--- src/rtl/core/bcd_telemetry_frame_parser_defines.svh ---
// Assertion helpers shared by the frame parser modules.
`ifndef BCD_TELEMETRY_FRAME_PARSER_DEFINES_SVH
`define BCD_TELEMETRY_FRAME_PARSER_DEFINES_SVH

// Same-cycle implication, disabled while reset is asserted.
`define BCDTFP_ASSERT_NOW(label, clk, rst_n, ante, cons) \
  label: assert property (@(posedge clk) disable iff (!rst_n) (ante) |-> (cons)) \
    else $error("bcdtfp assertion failed");

// Next-cycle implication, disabled while reset is asserted.
`define BCDTFP_ASSERT_NEXT(label, clk, rst_n, ante, cons) \
  label: assert property (@(posedge clk) disable iff (!rst_n) (ante) |=> (cons)) \
    else $error("bcdtfp assertion failed");

`endif

--- src/rtl/core/bcdtfp_pkg.sv ---
package bcdtfp_pkg;

  localparam int HEADER_LEN_DEF   = 4;
  localparam int FRAME_LENGTH_DEF = 13;

  localparam int PAYLOAD_FIRST = 4;
  localparam int PAYLOAD_LAST  = 11;
  localparam int PAYLOAD_DEPTH = 8;

  localparam int VAL_W   = 15;
  localparam int TICK_W  = 16;
  localparam int PADDR_W = 4;

  localparam logic [TICK_W-1:0] TICK_MAX = '1;

  localparam logic [TICK_W-1:0] GAP_LIMIT_RST  = 16'd100;
  localparam logic [TICK_W-1:0] DATA_LIMIT_RST = 16'd10000;

  localparam logic [3:0] NIBBLE_MASK    = 4'hF;
  localparam logic [7:0] BCD_RADIX      = 8'd10;
  localparam logic [VAL_W-1:0] BCD_PAIR = 15'd100;

  localparam logic OP_BYTE = 1'b0;
  localparam logic OP_TICK = 1'b1;

  localparam logic EVT_FRAME   = 1'b0;
  localparam logic EVT_TIMEOUT = 1'b1;

  typedef enum logic [1:0] {
    REG_HEADER_BYTES  = 2'd0,
    REG_END_BYTE      = 2'd1,
    REG_GAP_LIMIT     = 2'd2,
    REG_DATA_LIMIT    = 2'd3
  } reg_idx_t;

  typedef struct packed {
    logic [31:0]       header_bytes;
    logic [7:0]        end_byte;
    logic [TICK_W-1:0] gap_limit_ms;
    logic [TICK_W-1:0] data_limit_ms;
  } cfg_t;

  typedef struct packed {
    logic             event_res;
    logic [VAL_W-1:0] ac_voltage;
    logic [VAL_W-1:0] power_value;
    logic [VAL_W-1:0] battery_tenths;
    logic [VAL_W-1:0] temperature_value;
  } result_t;

  // Two packed-BCD digits, weighted as they are (no digit check).
  function automatic logic [7:0] bcd_byte(input logic [7:0] b);
    logic [3:0] hi_n;
    logic [3:0] lo_n;
    hi_n = b[7:4] & NIBBLE_MASK;
    lo_n = b[3:0] & NIBBLE_MASK;
    return 8'({4'b0, hi_n} * BCD_RADIX) + {4'b0, lo_n};
  endfunction

  function automatic logic [VAL_W-1:0] bcd_pair(input logic [7:0] hi, input logic [7:0] lo);
    logic [7:0] h;
    logic [7:0] l;
    h = bcd_byte(hi);
    l = bcd_byte(lo);
    return VAL_W'({7'b0, h} * BCD_PAIR) + {7'b0, l};
  endfunction

endpackage

--- src/rtl/core/bcdtfp_cfg.sv ---
module bcdtfp_cfg (
  input  logic                            clk,
  input  logic                            rst_n,
  input  logic                            psel,
  input  logic                            penable,
  input  logic                            pwrite,
  input  logic [bcdtfp_pkg::PADDR_W-1:0]  paddr,
  input  logic [31:0]                     pwdata,
  output logic [31:0]                     prdata,
  output logic                            pready,
  output bcdtfp_pkg::cfg_t                cfg
);
  import bcdtfp_pkg::*;

  cfg_t     cfg_r;
  cfg_t     cfg_nxt;
  reg_idx_t idx;
  logic     wr_en;

  assign pready = 1'b1;
  assign idx    = reg_idx_t'(paddr[3:2]);
  assign wr_en  = psel && penable && pwrite && pready;

  always_comb begin
    cfg_nxt = cfg_r;
    if (wr_en) begin
      unique case (idx)
        REG_HEADER_BYTES: cfg_nxt.header_bytes  = pwdata;
        REG_END_BYTE:     cfg_nxt.end_byte      = pwdata[7:0];
        REG_GAP_LIMIT:    cfg_nxt.gap_limit_ms  = pwdata[TICK_W-1:0];
        REG_DATA_LIMIT:   cfg_nxt.data_limit_ms = pwdata[TICK_W-1:0];
        default:          cfg_nxt = cfg_r;
      endcase
    end
  end

  always_comb begin
    unique case (idx)
      REG_HEADER_BYTES: prdata = cfg_r.header_bytes;
      REG_END_BYTE:     prdata = {24'b0, cfg_r.end_byte};
      REG_GAP_LIMIT:    prdata = {16'b0, cfg_r.gap_limit_ms};
      REG_DATA_LIMIT:   prdata = {16'b0, cfg_r.data_limit_ms};
      default:          prdata = '0;
    endcase
  end

  always_ff @(posedge clk) begin
    if (!rst_n) begin
      cfg_r.header_bytes  <= '0;
      cfg_r.end_byte      <= '0;
      cfg_r.gap_limit_ms  <= GAP_LIMIT_RST;
      cfg_r.data_limit_ms <= DATA_LIMIT_RST;
    end else begin
      cfg_r <= cfg_nxt;
    end
  end

  assign cfg = cfg_r;

endmodule

--- src/rtl/core/bcdtfp_core.sv ---
module bcdtfp_core #(
  parameter int HEADER_LEN   = bcdtfp_pkg::HEADER_LEN_DEF,
  parameter int FRAME_LENGTH = bcdtfp_pkg::FRAME_LENGTH_DEF
) (
  input  logic                 clk,
  input  logic                 rst_n,
  input  bcdtfp_pkg::cfg_t     cfg,
  input  logic                 in_fire,
  input  logic                 in_opcode,
  input  logic [7:0]           in_rx_byte,
  output logic                 res_valid,
  output bcdtfp_pkg::result_t  res
);
  import bcdtfp_pkg::*;

  localparam int CNT_W = $clog2(FRAME_LENGTH + 1);
  localparam int PIDX_W = $clog2(PAYLOAD_DEPTH);

  logic [CNT_W-1:0]  cnt_r, cnt_nxt;
  logic [TICK_W-1:0] tsb_r, tsb_nxt;
  logic [TICK_W-1:0] tsf_r, tsf_nxt;
  logic              seen_r, seen_nxt;
  logic              rep_r, rep_nxt;
  logic [7:0]        payload_r [PAYLOAD_DEPTH];

  logic [TICK_W-1:0] tsb_inc;
  logic [TICK_W-1:0] tsf_inc;
  logic [7:0]        want;
  logic              pl_we;
  logic [PIDX_W-1:0] pl_idx;
  logic              frame_done;
  logic              timeout_hit;

  assign tsb_inc = (tsb_r == TICK_MAX) ? TICK_MAX : tsb_r + 1'b1;
  assign tsf_inc = (tsf_r == TICK_MAX) ? TICK_MAX : tsf_r + 1'b1;
  assign want    = cfg.header_bytes[{cnt_r[1:0], 3'b000} +: 8];
  assign pl_idx  = PIDX_W'(cnt_r[PIDX_W-1:0] - PIDX_W'(PAYLOAD_FIRST));

  always_comb begin
    cnt_nxt     = cnt_r;
    tsb_nxt     = tsb_r;
    tsf_nxt     = tsf_r;
    seen_nxt    = seen_r;
    rep_nxt     = rep_r;
    pl_we       = 1'b0;
    frame_done  = 1'b0;
    timeout_hit = 1'b0;
    if (in_fire) begin
      if (in_opcode == OP_TICK) begin
        tsb_nxt = tsb_inc;
        tsf_nxt = tsf_inc;
        // drop a partial frame after too long a silence
        if (cnt_r != '0 && tsb_inc > cfg.gap_limit_ms) cnt_nxt = '0;
        if (seen_r && !rep_r && tsf_inc > cfg.data_limit_ms) begin
          timeout_hit = 1'b1;
          rep_nxt     = 1'b1;
        end
      end else begin
        tsb_nxt = '0;
        pl_we   = (cnt_r >= CNT_W'(PAYLOAD_FIRST)) && (cnt_r <= CNT_W'(PAYLOAD_LAST))
                  && (cnt_r < CNT_W'(FRAME_LENGTH));
        priority if (cnt_r >= CNT_W'(FRAME_LENGTH)) begin
          cnt_nxt = '0;
        end else if (cnt_r < CNT_W'(HEADER_LEN)) begin
          cnt_nxt = (in_rx_byte == want) ? cnt_r + 1'b1 : '0;
        end else if (cnt_r < CNT_W'(FRAME_LENGTH - 1)) begin
          cnt_nxt = cnt_r + 1'b1;
        end else begin
          cnt_nxt = '0;
          if (in_rx_byte == cfg.end_byte) begin
            frame_done = 1'b1;
            seen_nxt   = 1'b1;
            rep_nxt    = 1'b0;
            tsf_nxt    = '0;
          end
        end
      end
    end
  end

  always_comb begin
    res_valid = frame_done || timeout_hit;
    res       = '0;
    if (frame_done) begin
      res.event_res         = EVT_FRAME;
      res.ac_voltage        = bcd_pair(payload_r[0], payload_r[1]);
      res.power_value       = bcd_pair(payload_r[2], payload_r[3]);
      res.battery_tenths    = bcd_pair(payload_r[4], payload_r[5]);
      res.temperature_value = bcd_pair(payload_r[6], payload_r[7]);
    end else if (timeout_hit) begin
      res.event_res = EVT_TIMEOUT;
    end
  end

  always_ff @(posedge clk) begin
    if (!rst_n) begin
      cnt_r  <= '0;
      tsb_r  <= '0;
      tsf_r  <= '0;
      seen_r <= 1'b0;
      rep_r  <= 1'b0;
    end else begin
      cnt_r  <= cnt_nxt;
      tsb_r  <= tsb_nxt;
      tsf_r  <= tsf_nxt;
      seen_r <= seen_nxt;
      rep_r  <= rep_nxt;
    end
  end

  always_ff @(posedge clk) begin
    if (pl_we) payload_r[pl_idx] <= in_rx_byte;
  end

`include "bcd_telemetry_frame_parser_defines.svh"

  `BCDTFP_ASSERT_NOW(a_cnt_in_range, clk, rst_n, 1'b1, cnt_r <= CNT_W'(FRAME_LENGTH - 1))
  `BCDTFP_ASSERT_NEXT(a_frame_restarts_timer, clk, rst_n, frame_done,
                      seen_r && !rep_r && tsf_r == '0 && cnt_r == '0)

endmodule

--- src/rtl/core/bcdtfp_out.sv ---
module bcdtfp_out (
  input  logic                 clk,
  input  logic                 rst_n,
  input  logic                 push,
  input  bcdtfp_pkg::result_t  push_data,
  output logic                 up_ready,
  output logic                 out_valid,
  input  logic                 out_ready,
  output bcdtfp_pkg::result_t  out_data
);
  import bcdtfp_pkg::*;

  logic    main_v_r, main_v_nxt;
  logic    skid_v_r, skid_v_nxt;
  result_t main_d_r, main_d_nxt;
  result_t skid_d_r, skid_d_nxt;

  assign up_ready  = !skid_v_r;
  assign out_valid = main_v_r;
  assign out_data  = main_d_r;

  always_comb begin
    main_v_nxt = main_v_r;
    main_d_nxt = main_d_r;
    skid_v_nxt = skid_v_r;
    skid_d_nxt = skid_d_r;
    if (!main_v_r || out_ready) begin
      // output slot frees up: refill from skid first, else from the new request
      if (skid_v_r) begin
        main_v_nxt = 1'b1;
        main_d_nxt = skid_d_r;
        skid_v_nxt = 1'b0;
      end else begin
        main_v_nxt = push;
        main_d_nxt = push_data;
      end
    end else if (push) begin
      skid_v_nxt = 1'b1;
      skid_d_nxt = push_data;
    end
  end

  always_ff @(posedge clk) begin
    if (!rst_n) begin
      main_v_r <= 1'b0;
      skid_v_r <= 1'b0;
    end else begin
      main_v_r <= main_v_nxt;
      skid_v_r <= skid_v_nxt;
    end
  end

  always_ff @(posedge clk) begin
    main_d_r <= main_d_nxt;
    skid_d_r <= skid_d_nxt;
  end

`include "bcd_telemetry_frame_parser_defines.svh"

  `BCDTFP_ASSERT_NOW(a_skid_behind_main, clk, rst_n, skid_v_r, main_v_r)
  `BCDTFP_ASSERT_NOW(a_no_push_when_full, clk, rst_n, skid_v_r, !push)
  `BCDTFP_ASSERT_NEXT(a_skid_drains, clk, rst_n, skid_v_r && out_ready,
                      main_v_r && !skid_v_r)

endmodule

--- src/rtl/core/bcd_telemetry_frame_parser.sv ---
// Telemetry frame parser for a serial link carrying packed-BCD readings.
// Input channel (in_valid/in_ready): each request is either a received byte
// (in_opcode byte, data on in_rx_byte) or a one-millisecond tick.
// Result channel (out_valid/out_ready): a decoded frame (event_res 0 with
// AC voltage, power, battery tenths and temperature) or a single data
// timeout (event_res 1, values zero). Most requests give no result.
// Configuration: APB-style registers header_bytes (0x0), end_byte (0x4),
// gap_limit_ms (0x8), data_limit_ms (0xC); pready is tied high.
// Throughput: one request per cycle while in_ready is high; all decoding is
// combinational between the request and the result register.
// Results reach out_valid from the result register, via skid when stalled.
// Stall: a two-entry output buffer (result register plus skid) keeps
// in_ready high while one result waits; in_ready drops only when both hold.
// Reset (rst_n, synchronous): frame position, timers and flags clear,
// limits return to 100 and 10000 ticks, header and end byte to zero.
module bcd_telemetry_frame_parser #(
  parameter int HEADER_LEN   = bcdtfp_pkg::HEADER_LEN_DEF,
  parameter int FRAME_LENGTH = bcdtfp_pkg::FRAME_LENGTH_DEF
) (
  input  logic                                clk,
  input  logic                                rst_n,
  // configuration port
  input  logic                                psel,
  input  logic                                penable,
  input  logic                                pwrite,
  input  logic [bcdtfp_pkg::PADDR_W-1:0]      paddr,
  input  logic [31:0]                         pwdata,
  output logic [31:0]                         prdata,
  output logic                                pready,
  // input channel
  input  logic                                in_valid,
  output logic                                in_ready,
  input  logic                                in_opcode,
  input  logic [7:0]                          in_rx_byte,
  // result channel
  output logic                                out_valid,
  input  logic                                out_ready,
  output logic                                out_event_res,
  output logic [bcdtfp_pkg::VAL_W-1:0]        out_ac_voltage,
  output logic [bcdtfp_pkg::VAL_W-1:0]        out_power_value,
  output logic [bcdtfp_pkg::VAL_W-1:0]        out_battery_tenths,
  output logic [bcdtfp_pkg::VAL_W-1:0]        out_temperature_value
);
  import bcdtfp_pkg::*;

  cfg_t    cfg;
  result_t res;
  result_t out_data;
  logic    res_valid;
  logic    in_fire;

  // a request is taken whenever the output buffer has a free slot
  assign in_fire = in_valid && in_ready;

  bcdtfp_cfg u_cfg (
    .clk     (clk),
    .rst_n   (rst_n),
    .psel    (psel),
    .penable (penable),
    .pwrite  (pwrite),
    .paddr   (paddr),
    .pwdata  (pwdata),
    .prdata  (prdata),
    .pready  (pready),
    .cfg     (cfg)
  );

  // frame matching, payload capture, BCD decode and silence timers
  bcdtfp_core #(
    .HEADER_LEN   (HEADER_LEN),
    .FRAME_LENGTH (FRAME_LENGTH)
  ) u_core (
    .clk        (clk),
    .rst_n      (rst_n),
    .cfg        (cfg),
    .in_fire    (in_fire),
    .in_opcode  (in_opcode),
    .in_rx_byte (in_rx_byte),
    .res_valid  (res_valid),
    .res        (res)
  );

  // result register with skid stage
  bcdtfp_out u_out (
    .clk       (clk),
    .rst_n     (rst_n),
    .push      (res_valid),
    .push_data (res),
    .up_ready  (in_ready),
    .out_valid (out_valid),
    .out_ready (out_ready),
    .out_data  (out_data)
  );

  assign out_event_res         = out_data.event_res;
  assign out_ac_voltage        = out_data.ac_voltage;
  assign out_power_value       = out_data.power_value;
  assign out_battery_tenths    = out_data.battery_tenths;
  assign out_temperature_value = out_data.temperature_value;

endmodule
--- config.mk ---
export PLATFORM = sky130hd
export DESIGN_NAME = bcd_telemetry_frame_parser
export DESIGN_NICKNAME = d
export VERILOG_FILES = /design/src/rtl/core/bcdtfp_pkg.sv /design/src/rtl/core/bcdtfp_cfg.sv /design/src/rtl/core/bcdtfp_core.sv /design/src/rtl/core/bcdtfp_out.sv /design/src/rtl/core/bcd_telemetry_frame_parser.sv
export VERILOG_INCLUDE_DIRS = /design/src /design/src/rtl/core
export SDC_FILE = /design/constraint.sdc
export NUM_CORES = 1
export LEC_CHECK = 0
export BUFFER_PORTS_ARGS = -buffer_cell sky130_fd_sc_hd__buf_2
export CORE_UTILIZATION = 60
export DETAILED_ROUTE_END_ITERATION = 8
export PLACE_DENSITY = 0.88
export SYNTH_ARGS = -nofsm -noshare
export SYNTH_HDL_FRONTEND = slang
export SYNTH_HIERARCHICAL = 1
export SYNTH_SLANG_ARGS = --single-unit
export TNS_END_PERCENT = 50
--- constraint.sdc ---
create_clock -name clk -period 7.36 [get_ports clk]
set_clock_uncertainty 0.1 [all_clocks]
set_input_delay 0.736 -clock clk [delete_from_list [all_inputs] [get_ports clk]]
set_output_delay 0.736 -clock clk [all_outputs]
set_load 0.05 [all_outputs]
==> key figures, run 1 <==
Outcome
  • Status: finished clean

Hold path
  • Worst Hold Path EP: u_cfg/cfg[59]
  • Hold Startpoint: pwdata[19]
  • Worst Hold Path Cells: 3
  • HP Class: in -> reg

Timing
  • Final Max Slew Viols: 0
  • Min Hold Slack: 0.365 ns
  • RSZ-0062 raised after global routing: false
  • F_max: 0.185 GHz
  • Setup ws final: 1.95 ns
  • Final hold violations: 0
  • Worst Tran Pin Value: 1.27 ns
  • Ratio of final minimum period to clock period: 73.5%
  • Setup TNS: 0 ns
  • Max_slew headroom: 14.7%
  • Final setup violation count: 0
  • Final min period: 5.41 ns

Drt
  • Routed wire length per instance: 17.9 µm
  • Drt total wl: 44000 µm
  • Initial DRC Count: 999
  • Avg Vias per Cell: 5.91
  • Antenna violation net count after detailed routing: 0
  • Residual DRC: 0
  • Via count: 14519
  • Drt pass-1 iters: 5

Synth
  • Async SR Flop Fraction: 0%
  • Yosys top cell area share: 27.9%
  • Synth Warn #: 6
  • Most common cell in the synthesized netlist: ha_1
  • Sequential fraction of the synthesis area: 39.2%
  • Cell taking the most area after synthesis: edfxtp_1
  • Syn Area/Cell: 10.7 µm²
  • Post-synth cell types: 77
  • Main synth FF type: edfxtp_1
  • Number of flops mapped to enable cells by yosys: 186
  • Post-Synthesis Cells: 1861
  • Cell Area, Synth: 20000 µm²
  • Syn_nets: 2180
  • Post-synth top cells: ha_1 (235), nand2_1 (192), edfxtp_1 (186)
  • FF+latch count, synth: 298
  • Synth top area cells: edfxtp_1 (28%), ha_1 (15%), dfxtp_1 (11%)

Floorplanning
  • CORE AREA: 32600 µm²
  • Die height: 185 µm
  • Die area: 34000 µm²
  • IO Pins: 148
  • Initial Utilization: 61.3%
  • Chip width: 185 µm
  • Cell Rows: 66

Critical path
  • Critical setup path kind: reg -> reg
  • Worst path max stage delay: 0.46 ns
  • Reg2Reg Setup Slack: 1.95 ns
  • Worst r2r src: u_core/payload_r[2][5]
  • Buf/Inv on CP: 2
  • CP Launch Type: flip-flop
  • Critical-path top delay cell: edfxtp_1
  • Worst Setup End Kind: flip-flop
  • Crit Path Max Fanout: 4
  • Crit path DAT: 5.57 ns
  • CP dominant cell by count: ha_1
  • R2R Path End: u_out/out_data[44]
  • Crit-path cells: ha_1 -> ha_1 -> inv_1 -> fa_1 -> nor2_1 -> nand2_1 -> xor2_1 -> a22oi_1 -> inv_1 -> ha_1 -> ha_1 -> ha_1 -> ha_1 -> or2_2 -> and3_1 -> nor4_2 -> xnor2_1 -> nor2_1 -> mux2_4
  • WP data required: 7.52 ns
  • Crit-path leading delay family: adder cells
  • R2r worst-path depth: 19

Clock network
  • TritonCTS Sinks: 298
  • Clk Latency, worst-skew pair: 0.51 ns
  • Post-CTS sizing: 0
  • Post-CTS Setup Bufs: 0
  • # hold bufs at CTS: 0
  • CTS Buf Count: 34
  • Cell chosen for the clock root: clkbuf_16
  • TritonCTS clock tree: built
  • Clk slew on worst S/H paths: 0.06 ns
  • Max clock buf depth: 3
  • H-tree depth: 2

Global routing
  • Remaining Overflow, GRT: 0
  • Initial antenna violation count: 1
  • First-pass GRT wire length: 70400 µm
  • Total Routing Usage GR: 25.8%
  • Largest net degree at the start of global routing: 80
  • Vias in the first global route: 14637

Pwr
  • Pleak: 9.78 nW
  • Switching share of power: 22.0%
  • Pwr Density: 160 nW/µm²
  • Clock power frac: 46.0%
  • Sw power: 0.776 mW
  • Overall Power: 3.52 mW
  • Comb pwr share: 3.7%
  • Pint: 2.74 mW
  • Flop pwr share: 50.3%
  • Peak VDD IR: 0.193 mV

Place
  • Port bufs: 144
  • Placer Congestion: 0.863
  • Dpl ws: 1.99 ns
  • Post-DP HPWL: 31900 µm

Layout
  • Final nets: 2307
  • Share of layout cells above drive strength 1: 15.9%
  • Layout filler cell count: 2259
  • Layout area overhead: 10.1%

Job
  • # Max-Cap Violations: 0
worst max-delay path by stage:
stage | slack, ns | end | startpoint | cells after the start
finish | 1.95 | u_out/out_data[44] | u_core/payload_r[2][5] | 19
global route | 1.56 | u_out/out_data[29] | u_core/payload_r[4][7] | 20
floorplan | 1.62 | u_out/skid_d_r[0] | u_core/tsf_r[0] | 15
CTS | 1.94 | u_out/out_data[44] | u_core/payload_r[2][5] | 19
detailed placement | 1.99 | u_out/out_data[44] | u_core/payload_r[2][5] | 19
global placement | 2.16 | u_out/out_data[29] | u_core/payload_r[4][5] | 20
worst register-to-register path, stage by stage (launching register included):
cell and delay, ns:
edfxtp_1 0.46, ha_1 0.34, ha_1 0.24, inv_1 0.09
fa_1 0.46, nor2_1 0.19, nand2_1 0.09, xor2_1 0.17
a22oi_1 0.33, inv_1 0.11, ha_1 0.31, ha_1 0.30
ha_1 0.31, ha_1 0.34, or2_2 0.32, and3_1 0.21
nor4_2 0.29, xnor2_1 0.15, nor2_1 0.07, mux2_4 0.29
metrics by stage:
| stage | instances | cell area [µm²] | util [%] |
|---|---|---|---|
| 2_1_floorplan | 1861 | 20000 | - |
| 3_3_place_gp | 2394 | 20900 | 64.2 |
| 3_5_place_dp | 2394 | 20900 | 64.2 |
| 4_1_cts | 2454 | 22000 | 67.5 |
| 5_1_grt | 2455 | 22000 | 67.5 |
| 6_report | 2455 | 22000 | 67.5 |
cells in the final DEF (no fill, tap or decap), types with 7 or more instances in the layout:
| cell type | netlist | routed |
|---|---|---|
| buf_4 | 8 | 13 |
| nand2_1 | 192 | 192 |
| mux2i_1 | 80 | 80 |
| mux4_1 | 7 | 7 |
| or2_2 | 12 | 12 |
| or3_1 | 14 | 14 |
| o21ai_0 | 61 | 61 |
| and3b_1 | 7 | 7 |
| nor3_1 | 14 | 14 |
| inv_1 | 137 | 137 |
| dfxtp_1 | 112 | 111 |
| a21oi_1 | 75 | 75 |
| nand3_1 | 38 | 38 |
| nand2b_1 | 16 | 15 |
| nor2b_1 | 41 | 41 |
| ha_1 | 235 | 235 |
| and2_1 | 29 | 29 |
| fa_1 | 32 | 32 |
| mux2_4 | 58 | 58 |
| buf_2 | 14 | 143 |
| and3_1 | 10 | 10 |
| edfxtp_1 | 186 | 186 |
| a211oi_1 | 13 | 13 |
| xnor2_1 | 55 | 55 |
| a22oi_1 | 20 | 20 |
| o21a_1 | 26 | 26 |
| o31a_1 | 7 | 7 |
| a21o_1 | 30 | 30 |
| nor2_1 | 104 | 103 |
| mux4_2 | 9 | 9 |
| clkbuf_16 | 0 | 34 |
| clkinvlp_4 | 0 | 7 |
| xor2_1 | 62 | 62 |
| nand4_1 | 21 | 21 |
final cells by class:
type	count	area, µm²	area share (%)
multi-input combinational	1361	11200	51.0
sequential	298	7830	35.6
clock buffer	39	880	4.00
timing repair buffer	156	813	3.70
tap	442	553	2.51
inverter	137	514	2.34
clock inverter	21	193	0.876
antenna	1	2.50	0.0114
registers in the layout, summed over array words and instances, names as in the netlist:
signal and flops:
u_out/skid_d_r 61, u_core/cnt_r 4, u_out/out_valid 1, u_core/seen_r 1, u_core/tsf_r 16, u_cfg/cfg 72, u_core/rep_r 1, u_core/tsb_r 16
u_core/payload_r 64, u_out/skid_v_r 1, u_out/out_data 61
cell families after synthesis:
group | count (synthesis) | synth area share [%]
buffers and inverters | 202 | 4.76
flip-flops | 298 | 39.2
multiplexers | 157 | 10.5
adder cells (fa/ha/maj) | 267 | 17.9
AND/OR/NAND/NOR | 527 | 13.0
AO/OA/AOI/OAI | 292 | 9.57
XOR/XNOR | 117 | 5.13
other | 1 | 0.0188
layer usage:
layer,track usage (%),vias to the layer above,wire [µm]
met5,0,-,0
met4,10.2,0,1500
met3,3.95,125,2560
met2,47.2,485,22200
met1,30.1,7015,17700
li1,-,6894,-
power by group through the flow:
stage | Sequential, mW | Combinational (mW) | Clock [mW]
after global routing | 1.77 | 0.139 | 1.71
after detailed placement | 1.81 | 0.127 | 0
after global placement | 1.81 | 0.124 | 0
final | 1.77 | 0.130 | 1.62
after floorplan | 1.81 | 0.0839 | 0
after CTS | 1.77 | 0.128 | 1.65
Power figures use the tool's default switching activity.
==> run 2: changes to the inputs <==
--- a/config.mk
+++ b/config.mk
@@ -7,9 +7,9 @@
 export NUM_CORES = 1
 export LEC_CHECK = 0
 export BUFFER_PORTS_ARGS = -buffer_cell sky130_fd_sc_hd__buf_2
-export CORE_UTILIZATION = 60
+export CORE_UTILIZATION = 56
 export DETAILED_ROUTE_END_ITERATION = 8
-export PLACE_DENSITY = 0.88
+export PLACE_DENSITY = 0.86
 export SYNTH_ARGS = -nofsm -noshare
 export SYNTH_HDL_FRONTEND = slang
 export SYNTH_HIERARCHICAL = 1
==> constraint.sdc (replaced) <==
create_clock -name clk -period 4.9 [get_ports clk]
set_clock_uncertainty 0.1 [all_clocks]
set_input_delay 0.49 -clock clk [delete_from_list [all_inputs] [get_ports clk]]
set_output_delay 0.49 -clock clk [all_outputs]
set_load 0.05 [all_outputs]
==> run 2 against run 1 <==
Effect of this change:
- the run now ends with negative setup slack left
- clock-buffer cell count is 5 higher
- global-route usage up 0.12 points
- first-iteration DRC count is 23% higher
- combinational power rose by 51%
- die area grew 7.1%
- critical endpoint unchanged
==> key figures, run 2 (same netlist as run 1, synthesis figures left out) <==
Drt
  • Drt total wl: 53300 µm (was 44000 µm)
  • Via count: 15849 (was 14519)
  • Residual DRC: 0 (unchanged)
  • Routed wire length per instance: 20.6 µm (was 17.9 µm)
  • Drt pass-1 iters: 6 (was 5)
  • Initial DRC Count: 1231 (was 999)
  • Avg Vias per Cell: 6.12 (was 5.91)
  • Antenna violation net count after detailed routing: 0 (unchanged)

Place
  • Post-DP HPWL: 33100 µm (was 31900 µm)
  • Port bufs: 144 (unchanged)
  • Dpl ws: -0.323 ns (was 1.99 ns)
  • Cell Area, Placed: 21600 µm² (was 20900 µm²)
  • Cells after DPL: 2481 (was 2394)
  • Placer Congestion: 0.882 (was 0.863)

Pwr
  • Switching share of power: 22.2% (was 22.0%)
  • Comb pwr share: 3.9% (was 3.7%)
  • Clock power frac: 42.5% (was 46.0%)
  • Sw power: 1.10 mW (was 0.776 mW)
  • Pleak: 10.4 nW (was 9.78 nW)
  • Pwr Density: 206 nW/µm² (was 160 nW/µm²)
  • Pint: 3.87 mW (was 2.74 mW)
  • Peak VDD IR: 0.304 mV (was 0.193 mV)
  • Flop pwr share: 53.5% (was 50.3%)

Layout
  • Design Area, Final: 24100 µm² (was 22000 µm²)
  • Most common cell after layout, fill and taps aside: nand2_1 (was ha_1)
  • Layout area overhead: 20.7% (was 10.1%)
  • Most frequent cells in the layout: nand2_1 (187), edfxtp_1 (186), ha_1 (168), buf_2 (143), buf_4 (132) (was ha_1 (235), nand2_1 (192), edfxtp_1 (186), buf_2 (143), inv_1 (137))
  • Final cell count without fillers: 2591 (was 2455)
  • Final nets: 2429 (was 2307)
  • Share of layout cells above drive strength 1: 27.7% (was 15.9%)
  • Layout filler cell count: 2187 (was 2259)
  • Largest register FFs: 72 (unchanged)

Timing
  • Worst Tran Pin Value: 1.25 ns (was 1.27 ns)
  • F_max: 0.200 GHz (was 0.185 GHz)
  • Final Max Slew Viols: 0 (unchanged)
  • Setup ws final: -0.0922 ns (was 1.95 ns)
  • Max_slew headroom: 16.1% (was 14.7%)
  • Final setup violation count: 7 (was 0)
  • Ratio of final minimum period to clock period: 102% (was 73.5%)
  • Final min period: 4.99 ns (was 5.41 ns)
  • Setup TNS: -0.332 ns (was 0 ns)
  • Final hold violations: 0 (unchanged)
  • RSZ-0062 raised after global routing: true (was false)
  • Min Hold Slack: 0.0634 ns (was 0.365 ns)

Floorplanning
  • Cell Rows: 68 (was 66)
  • Chip width: 191 µm (was 185 µm)
  • Die area: 36500 µm² (was 34000 µm²)
  • Initial Utilization: 57.4% (was 61.3%)
  • IO Pins: 148 (unchanged)
  • CORE AREA: 34800 µm² (was 32600 µm²)
  • Die height: 191 µm (was 185 µm)

Global routing
  • First-pass GRT wire length: 76000 µm (was 70400 µm)
  • Remaining Overflow, GRT: 0 (unchanged)
  • Vias in the first global route: 15395 (was 14637)
  • Initial antenna violation count: 1 (unchanged)
  • Total Routing Usage GR: 26.0% (was 25.8%)
  • Largest net degree at the start of global routing: 74 (was 80)

Critical path
  • Crit path DAT: 5.23 ns (was 5.57 ns)
  • Crit Path Max Fanout: 4 (unchanged)
  • Critical setup path kind: reg -> reg (unchanged)
  • CP Launch Type: flip-flop (unchanged)
  • WP data required: 5.13 ns (was 7.52 ns)
  • Worst Setup End Kind: flip-flop (unchanged)

Clock network
  • Max clock buf depth: 3 (unchanged)
  • H-tree depth: 1 (was 2)
  • Clk slew on worst S/H paths: 0.06 ns (about the same)
  • CTS Buf Count: 30 (was 34)
  • # hold bufs at CTS: 0 (unchanged)
  • TritonCTS clock tree: built (unchanged)
  • Cell chosen for the clock root: clkbuf_16 (unchanged)
  • TritonCTS Sinks: 298 (unchanged)
  • Clk Latency, worst-skew pair: 0.58 ns (was 0.51 ns)

Hold path
  • HP Class: in -> reg (unchanged)

Outcome
  • Failing checks: negative setup slack
  • Status: complete, but fails checks (was finished clean)

Job
  • # Max-Cap Violations: 0 (unchanged)
==> run 2: changes by cell type in the layout (fill, tap and decap cells not counted), sizes merged <==
cell      previous run  this run
buf                156       282
clkinvlp             7         0
clkbuf              39        44
bufinv               2         0
clkinv              11        12
diode                1         2
inv                138       137
==> run 2: power by group through the flow <==
stage / Combinational, mW / Clock [mW] / Sequential, mW
6_report: 0.196 / 2.12 / 2.66
5_1_grt: 0.210 / 2.23 / 2.66
4_1_cts: 0.193 / 2.13 / 2.66
3_5_place_dp: 0.191 / 0 / 2.72
3_3_place_gp: 0.186 / 0 / 2.72
2_1_floorplan: 0.126 / 0 / 2.71
==> run 2: final timing paths <==
check                       end                   start  slack, ns  depth (start not counted)
max          u_out/out_data[44]  u_core/payload_r[2][5]      -0.09                         21
min               u_cfg/cfg[57]              pwdata[17]       0.06                          3
max reg2reg  u_out/out_data[44]  u_core/payload_r[2][5]      -0.09                         21
min reg2reg       u_cfg/cfg[61]           u_cfg/cfg[61]       0.37                          2
==> run 2: worst max-delay path, cell delays in order, from the launching register on <==
cell and delay (ns):
edfxtp_1 0.44, ha_4 0.28, ha_4 0.17, inv_2 0.05
fa_2 0.46, nor2_2 0.18, nand2_1 0.09, xor2_1 0.21
a22oi_2 0.13, buf_4 0.15, fa_1 0.50, inv_2 0.06
ha_4 0.29, o21a_1 0.14, o31a_1 0.31, buf_4 0.17
o32a_1 0.15, nand4_1 0.15, nor4_2 0.20, xnor2_1 0.15
nor2_1 0.07, mux2_4 0.30
==> run 2: metrics by stage <==
step | utilization [%] | total power, mW
after global routing | 69.3 | 5.10
after CTS | 66.8 | 4.98
final | 69.3 | 4.98
after floorplan | - | 2.84
after detailed placement | 62.0 | 2.91
after global placement | 62.0 | 2.90
==> run 2: routing by layer <==
| metal | share of wire (%) | global-route usage, % | up-vias |
|---|---|---|---|
| met5 | 0 | 0 | - |
| met4 | 4.4 | 10.4 | 0 |
| met3 | 6.3 | 3.54 | 177 |
| met2 | 51 | 46.7 | 778 |
| met1 | 38 | 31.1 | 7765 |
| li1 | - | - | 7129 |
==> run 2: cell type report <==
cell class / count / area (µm²) / share of cell area (%)
diodes: 2 / 5.00 / 0.0207
well taps: 455 / 569 / 2.36
flip-flops and latches: 298 / 7840 / 32.5
clock inverters: 12 / 62.6 / 0.259
inverters: 137 / 514 / 2.13
clock buffers: 44 / 823 / 3.41
repair buffers: 282 / 1800 / 7.47
multi-input cells: 1361 / 12500 / 51.9
==> run 2: timing repair <==
item	in CTS	in global routing
resized for setup	82	110
endpoints found under the setup margin	15	27
cloned	0	0
pin swaps	51	86
setup buffers	27	29
